### config.mk
export PLATFORM = sky130hd
export DESIGN_NAME = mtsp_csr
export DESIGN_NICKNAME = d
export VERILOG_FILES = /design/src/rtl/mtsp_pkg.sv /design/src/rtl/mtsp_csr.sv
export SDC_FILE = /design/constraint.sdc
export NUM_CORES = 1
export LEC_CHECK = 0
export BUFFER_PORTS_ARGS = -buffer_cell sky130_fd_sc_hd__clkbuf_2
export CAP_MARGIN = 20
export CORE_ASPECT_RATIO = 0.9
export CORE_MARGIN = 1.5
export CORE_UTILIZATION = 38
export DETAILED_ROUTE_END_ITERATION = 12
export GPL_TIMING_DRIVEN = 0
export PLACE_DENSITY_LB_ADDON = 0.08
export SETUP_SLACK_MARGIN = 0.1
export SYNTH_ARGS = -nofsm -noshare
export SYNTH_HDL_FRONTEND = slang
export SYNTH_SLANG_ARGS = --single-unit
### constraint.sdc
create_clock -name clock -period 1 [get_ports clock]
set_input_delay 0.05 -clock clock [delete_from_list [all_inputs] [get_ports clock]]
set_output_delay 0.05 -clock clock [all_outputs]
set_load 0.03 [all_outputs]
### src/rtl/mtsp_pkg.sv
// Shared constants, types and the gain lookup for the sample player.
// No dependencies; imported by every module of the block.
package mtsp_pkg;

   localparam int VOICES      = 3;
   localparam int MEM_WORDS   = 65536;
   localparam int SAMPLE_BITS = 16;

   localparam int NUM_REG_VOICES = 3;
   localparam int VIDX_W  = (VOICES > 1) ? $clog2(VOICES) : 1;
   localparam int MEM_AW  = $clog2(VOICES * MEM_WORDS);
   localparam int MEM_DW  = (SAMPLE_BITS < 16) ? SAMPLE_BITS : 16;

   localparam int NOTE_W  = 7;
   localparam int VEL_W   = 7;
   localparam int CHAN_W  = 2;
   localparam int LEN_W   = 17;
   localparam int GAIN_W  = 17;
   localparam int GAIN_FRAC = 16;
   localparam int OUT_W   = 18;
   localparam int ACC_W   = OUT_W + VIDX_W;
   localparam int PROD_W  = MEM_DW + GAIN_W + 1;

   // Stream packing
   localparam int REQ_DATA_W = 56;
   localparam int REQ_USER_W = 2;
   localparam int RSP_DATA_W = 40;
   localparam int ST_LSB   = 0;
   localparam int NOTE_LSB = 8;
   localparam int VEL_LSB  = 15;
   localparam int SEL_LSB  = 22;
   localparam int ADDR_LSB = 24;
   localparam int VAL_LSB  = 40;

   // CSR port
   localparam int CSR_AW    = 5;
   localparam int CSR_DW    = 32;
   localparam int CSR_IDX_W = 3;
   localparam logic [CSR_IDX_W-1:0] REG_NOTE_BASE = 3'd0;
   localparam logic [CSR_IDX_W-1:0] REG_CHAN_BASE = 3'd3;

   // Commands carried in req_tuser
   localparam logic [1:0] CMD_EVENT = 2'd0;
   localparam logic [1:0] CMD_TICK  = 2'd1;
   localparam logic [1:0] CMD_LOAD  = 2'd2;

   localparam logic [3:0] STATUS_NOTE_ON = 4'h9;
   localparam logic [CHAN_W-1:0] CHAN_MONO   = 2'd1;
   localparam logic [CHAN_W-1:0] CHAN_STEREO = 2'd2;

   localparam logic [NOTE_W-1:0] NOTE_RESET = 7'd40;
   localparam logic [CHAN_W-1:0] CHAN_RESET = 2'd1;
   localparam logic [GAIN_W-1:0] GAIN_UNITY = 17'h10000;
   localparam int CLAMP_MAX = 32767;

   // gain = round(vel * 65536 / 127) = 516*vel + floor((4*vel + 63) / 127)
   localparam int VEL_FULL   = 127;
   localparam int GAIN_STEP  = 65536 / VEL_FULL;
   localparam int GAIN_REM   = 65536 - GAIN_STEP * VEL_FULL;
   localparam int ROUND_BIAS = VEL_FULL / 2;

   typedef struct packed {
      logic [VOICES-1:0][NOTE_W-1:0] note;
      logic [VOICES-1:0][CHAN_W-1:0] chan;
   } cfg_type;

   function automatic logic [GAIN_W-1:0] gain_of(input logic [VEL_W-1:0] vel);
      logic [GAIN_W-1:0] base;
      logic [9:0]        rem;
      logic [2:0]        q;
      base = GAIN_W'(vel) * GAIN_W'(GAIN_STEP);
      rem  = 10'(vel) * 10'(GAIN_REM) + 10'(ROUND_BIAS);
      q    = '0;
      for (int k = 1; k <= GAIN_REM; k++) begin
         if (rem >= 10'(k * VEL_FULL)) begin
            q = q + 3'd1;
         end
      end
      return base + GAIN_W'(q);
   endfunction

endpackage

### src/rtl/mtsp_csr.sv
// APB-style register file: trigger note and channel count per voice.
// Depends on mtsp_pkg.
module mtsp_csr (
   input  logic                          clock,
   input  logic                          reset,
   input  logic                          csr_psel,
   input  logic                          csr_penable,
   input  logic                          csr_pwrite,
   input  logic [mtsp_pkg::CSR_AW-1:0]   csr_paddr,
   input  logic [mtsp_pkg::CSR_DW-1:0]   csr_pwdata,
   output logic [mtsp_pkg::CSR_DW-1:0]   csr_prdata,
   output logic                          csr_pready,
   output mtsp_pkg::cfg_type             cfg
);
   import mtsp_pkg::*;

   logic [NOTE_W-1:0] note_ff [VOICES];
   logic [NOTE_W-1:0] note_in [VOICES];
   logic [CHAN_W-1:0] chan_ff [VOICES];
   logic [CHAN_W-1:0] chan_in [VOICES];
   logic [CSR_IDX_W-1:0] reg_idx;
   logic                 wr_beat;

   assign csr_pready = 1'b1;
   assign reg_idx    = csr_paddr[CSR_AW-1:2];
   assign wr_beat    = csr_psel && csr_penable && csr_pwrite && csr_pready;

   always_comb begin
      csr_prdata = '0;
      for (int v = 0; v < VOICES; v++) begin
         note_in[v] = note_ff[v];
         chan_in[v] = chan_ff[v];
         if (v < NUM_REG_VOICES) begin
            if (reg_idx == REG_NOTE_BASE + CSR_IDX_W'(v)) begin
               csr_prdata = CSR_DW'(note_ff[v]);
               if (wr_beat) begin
                  note_in[v] = csr_pwdata[NOTE_W-1:0];
               end
            end
            if (reg_idx == REG_CHAN_BASE + CSR_IDX_W'(v)) begin
               csr_prdata = CSR_DW'(chan_ff[v]);
               if (wr_beat) begin
                  chan_in[v] = csr_pwdata[CHAN_W-1:0];
               end
            end
         end
      end
   end

   always_ff @(posedge clock) begin
      if (reset) begin
         for (int v = 0; v < VOICES; v++) begin
            note_ff[v] <= NOTE_RESET;
            chan_ff[v] <= CHAN_RESET;
         end
      end else begin
         note_ff <= note_in;
         chan_ff <= chan_in;
      end
   end

   always_comb begin
      for (int v = 0; v < VOICES; v++) begin
         cfg.note[v] = note_ff[v];
         cfg.chan[v] = chan_ff[v];
      end
   end

endmodule

==> flow_summary.json <==
{
  "std_cell_rows": 21,
  "drv_slew": 0,
  "root_buffer": "clkbuf_8",
  "synthMuxAreaShare": 0.216,
  "worst_ep_required_time_ns": 0.95,
  "clock_power_share": 0.279,
  "maxCapViolations": 0,
  "power.share.combinational": 0.251,
  "yosys_register_bits": 27,
  "grt_overflow": 0,
  "drtAntennaViolNets": 0,
  "critPathLaunch": "cfg[13]",
  "cts_buffers": 3,
  "viasPerCell": 4.60,
  "largest_register_ffs": 27,
  "n_antenna_cell": 0,
  "syn2layout_area_growth_pct": 65.9,
  "ir_drop_mv": 0.537,
  "synth_top_family_by_area": "multiplexers",
  "clk_pin_slew_worst_paths_ns": 0.09,
  "finalSetupViolations": 7,
  "die_h_um": 63.4,
  "dp_hpwl_mm": 2.79,
  "crit_type": "register to primary output",
  "port-buffer-count": 48,
  "status": "finished, violations left",
  "fin_ws_ns": -0.267,
  "coreArea_sq_mm": 0.00381,
  "die-area_sq_mm": 0.00445,
  "min_period_ns": 1.27,
  "hold_path.startpoint": "csr_pwdata[6]",
  "reg2reg_slack_ns": 0.13,
  "syn_area_sq_mm": 0.00154,
  "cp.arrival_ns": 1.22,
  "power_mw": 2.25,
  "synth-xor-area-share": 0,
  "worstMarginPinSlew_ns": 0.557,
  "nFillCells": 299,
  "gp_congestion": 0.796,
  "hold_class": "input pin to register",
  "drive_above_1_share": 0.585,
  "switchingPower_mw": 0.683,
  "insertion_delay_ns": 0.27,
  "track_usage": 0.180,
  "place_inst": 286,
  "cts_sinks": 27,
  "yosysSeqAreaShare": 0.351,
  "finalHoldViolations": 0,
  "grt_pass1_wl_mm": 6.35,
  "synth_compound_area_frac": 0.0674,
  "avgSynthCellArea_sq_um": 9.18,
  "wl_per_cell_um": 13.3,
  "post-route-util": 0.671,
  "ys_warn_count": 0,
  "synthCells": 168,
  "cts_htree_levels": 1,
  "clock_skew_ns": 0,
  "tns_ns": -1.57,
  "period_share": 1.27,
  "endpoint_kind": "primary output",
  "first_iter_violations": 25,
  "drt-total-wl_mm": 4.07,
  "hold_depth": 3,
  "grt_max_degree": 15,
  "fin_cells": 306,
  "die_w_um": 70.1,
  "rr_endpoint": "cfg[9]",
  "switching_share": 0.304,
  "rr_startpoint": "cfg[9]",
  "pwr-share-seq": 0.470,
  "cp_max_fo": 2,
  "start_kind": "register",
  "p_per_area_mw_per_mm2": 878,
  "fmax_ghz": 0.789,
  "multiInputGateArea_sq_um": 980,
  "synthSimpleGateAreaFrac": 0.203,
  "netlist-cell-type-count": 24,
  "ios": 102,
  "p_leak_nw": 1.25,
  "antenna_found_initial": 0,
  "violations": "negative setup slack",
  "nNetsFinal": 303,
  "rsz0062_at_grt": "true",
  "max-slew-margin-rel": 0.629,
  "route.detailed.drc": 0,
  "start_util": 0.405,
  "dr_total_vias": 1407,
  "regArea_sq_um": 609,
  "cts_buffer_depth": 2,
  "grt_pass1_vias": 1277,
  "holdWs_ns": 0.0702,
  "cts_tree": "yes",
  "holdBufCountCts": 0,
  "hold_end": "cfg[26]",
  "synthAdderAreaFrac": 0,
  "p_int_mw": 1.56,
  "firstDrtPassIters": 4,
  "rr_worst_depth": 4
}
-- synth_stat cells, drive strengths merged --
cell type	n	area share
buf	31	0.15
mux2i	31	0.20
dfxtp	27	0.35
nand2b	24	0.097
nor2	18	0.044
o21ai	6	0.019
a2bb2oi	5	0.028
clkbuf	4	0.0097
nor2b	4	0.016
nand2	3	0.0073
a31oi	2	0.0081
conb	2	0.0049
mux2	2	0.015
o32ai	2	0.011
and4b	1	0.0065
nand3b	1	0.0049
nand4	1	0.0081
nor3b	1	0.0049
or2	1	0.0041
or3	1	0.0041
or3b	1	0.0057
-- through the flow --
step | cell area, sq um | setup WS, ns
final | 2560 | -0.267
after global routing | 2560 | -0.300
after CTS | 2400 | -0.286
after detailed placement | 2060 | -0.409
after global placement | 2060 | -0.423
after floorplan | 1760 | 0.0508
-- cell type report --
| cell class | count | area share |
|---|---|---|
| multi-input cells | 130 | 0.383 |
| repair buffers | 64 | 0.239 |
| flip-flops and latches | 27 | 0.238 |
| plain buffers | 35 | 0.0993 |
| well taps | 46 | 0.0225 |
| clock buffers | 4 | 0.0176 |
-- kinds of logic after synthesis --
| logic type | count (synthesis) |
|---|---|
| and+or+nand+nor | 56 |
| buffers and inverters | 35 |
| muxes | 33 |
| DFF | 27 |
| AOI/OAI and AO/OA | 15 |
| other | 2 |
-- worst max-delay path by stage --
stage | depth (start not counted) | endpoint | slack [ns]
finish | 4 | csr_prdata[0] | -0.27
global route | 4 | csr_prdata[1] | -0.30
CTS | 4 | csr_prdata[0] | -0.29
detailed placement | 6 | csr_prdata[6] | -0.41
global placement | 6 | csr_prdata[6] | -0.42
floorplan | 3 | csr_prdata[2] | 0.05
-- power by group through the flow --
stage,Combinational (mW),Clock (mW),Sequential [mW]
after floorplan,0.373,0,1.09
after global placement,0.487,0,1.08
after detailed placement,0.485,0,1.08
after CTS,0.533,0.640,1.05
after global routing,0.594,0.699,1.06
final,0.564,0.627,1.05
-- placed cells by master, fill, tap and decap left out, types with 4 or more instances in the layout --
cell / synthesis / final
buf_4: 27 / 40
mux2i_1: 31 / 27
conb_1: 2 / 26
nand2b_1: 24 / 24
clkbuf_2: 0 / 14
buf_6: 1 / 14
dfxtp_4: 0 / 14
dfxtp_2: 0 / 13
buf_8: 0 / 13
nor2_1: 18 / 12
clkbuf_8: 0 / 8
nor2_2: 0 / 6
o21ai_1: 2 / 6
buf_2: 3 / 5
clkbuf_4: 0 / 5
mux2i_2: 0 / 4
a2bb2oi_2: 0 / 4
clkbuf_1: 4 / 4
-- metal layers --
| metal | up-vias | GRT usage | part of all wire |
|---|---|---|---|
| met1 | 643 | 0.257 | 0.48 |
| met2 | 56 | 0.281 | 0.45 |
| met4 | 0 | 0.0409 | 0.0047 |
| met5 | - | 0 | 0 |
| met3 | 2 | 0.0352 | 0.063 |
| li1 | 706 | - | - |
-- critical path: stages, from the launching register on --
cell     delay, ns
dfxtp_4       0.35
mux2_4        0.26
nand2_2       0.08
a31oi_4       0.09
buf_8         0.15
-- timing repair --
item / 4_1_cts / 5_1_grt
buffers inserted: 12 / 4
resized for setup: 51 / 70
pin swaps: 5 / 1
setup endpoints to repair: 14 / 35
Note: power is estimated with default switching activity, not from simulation.
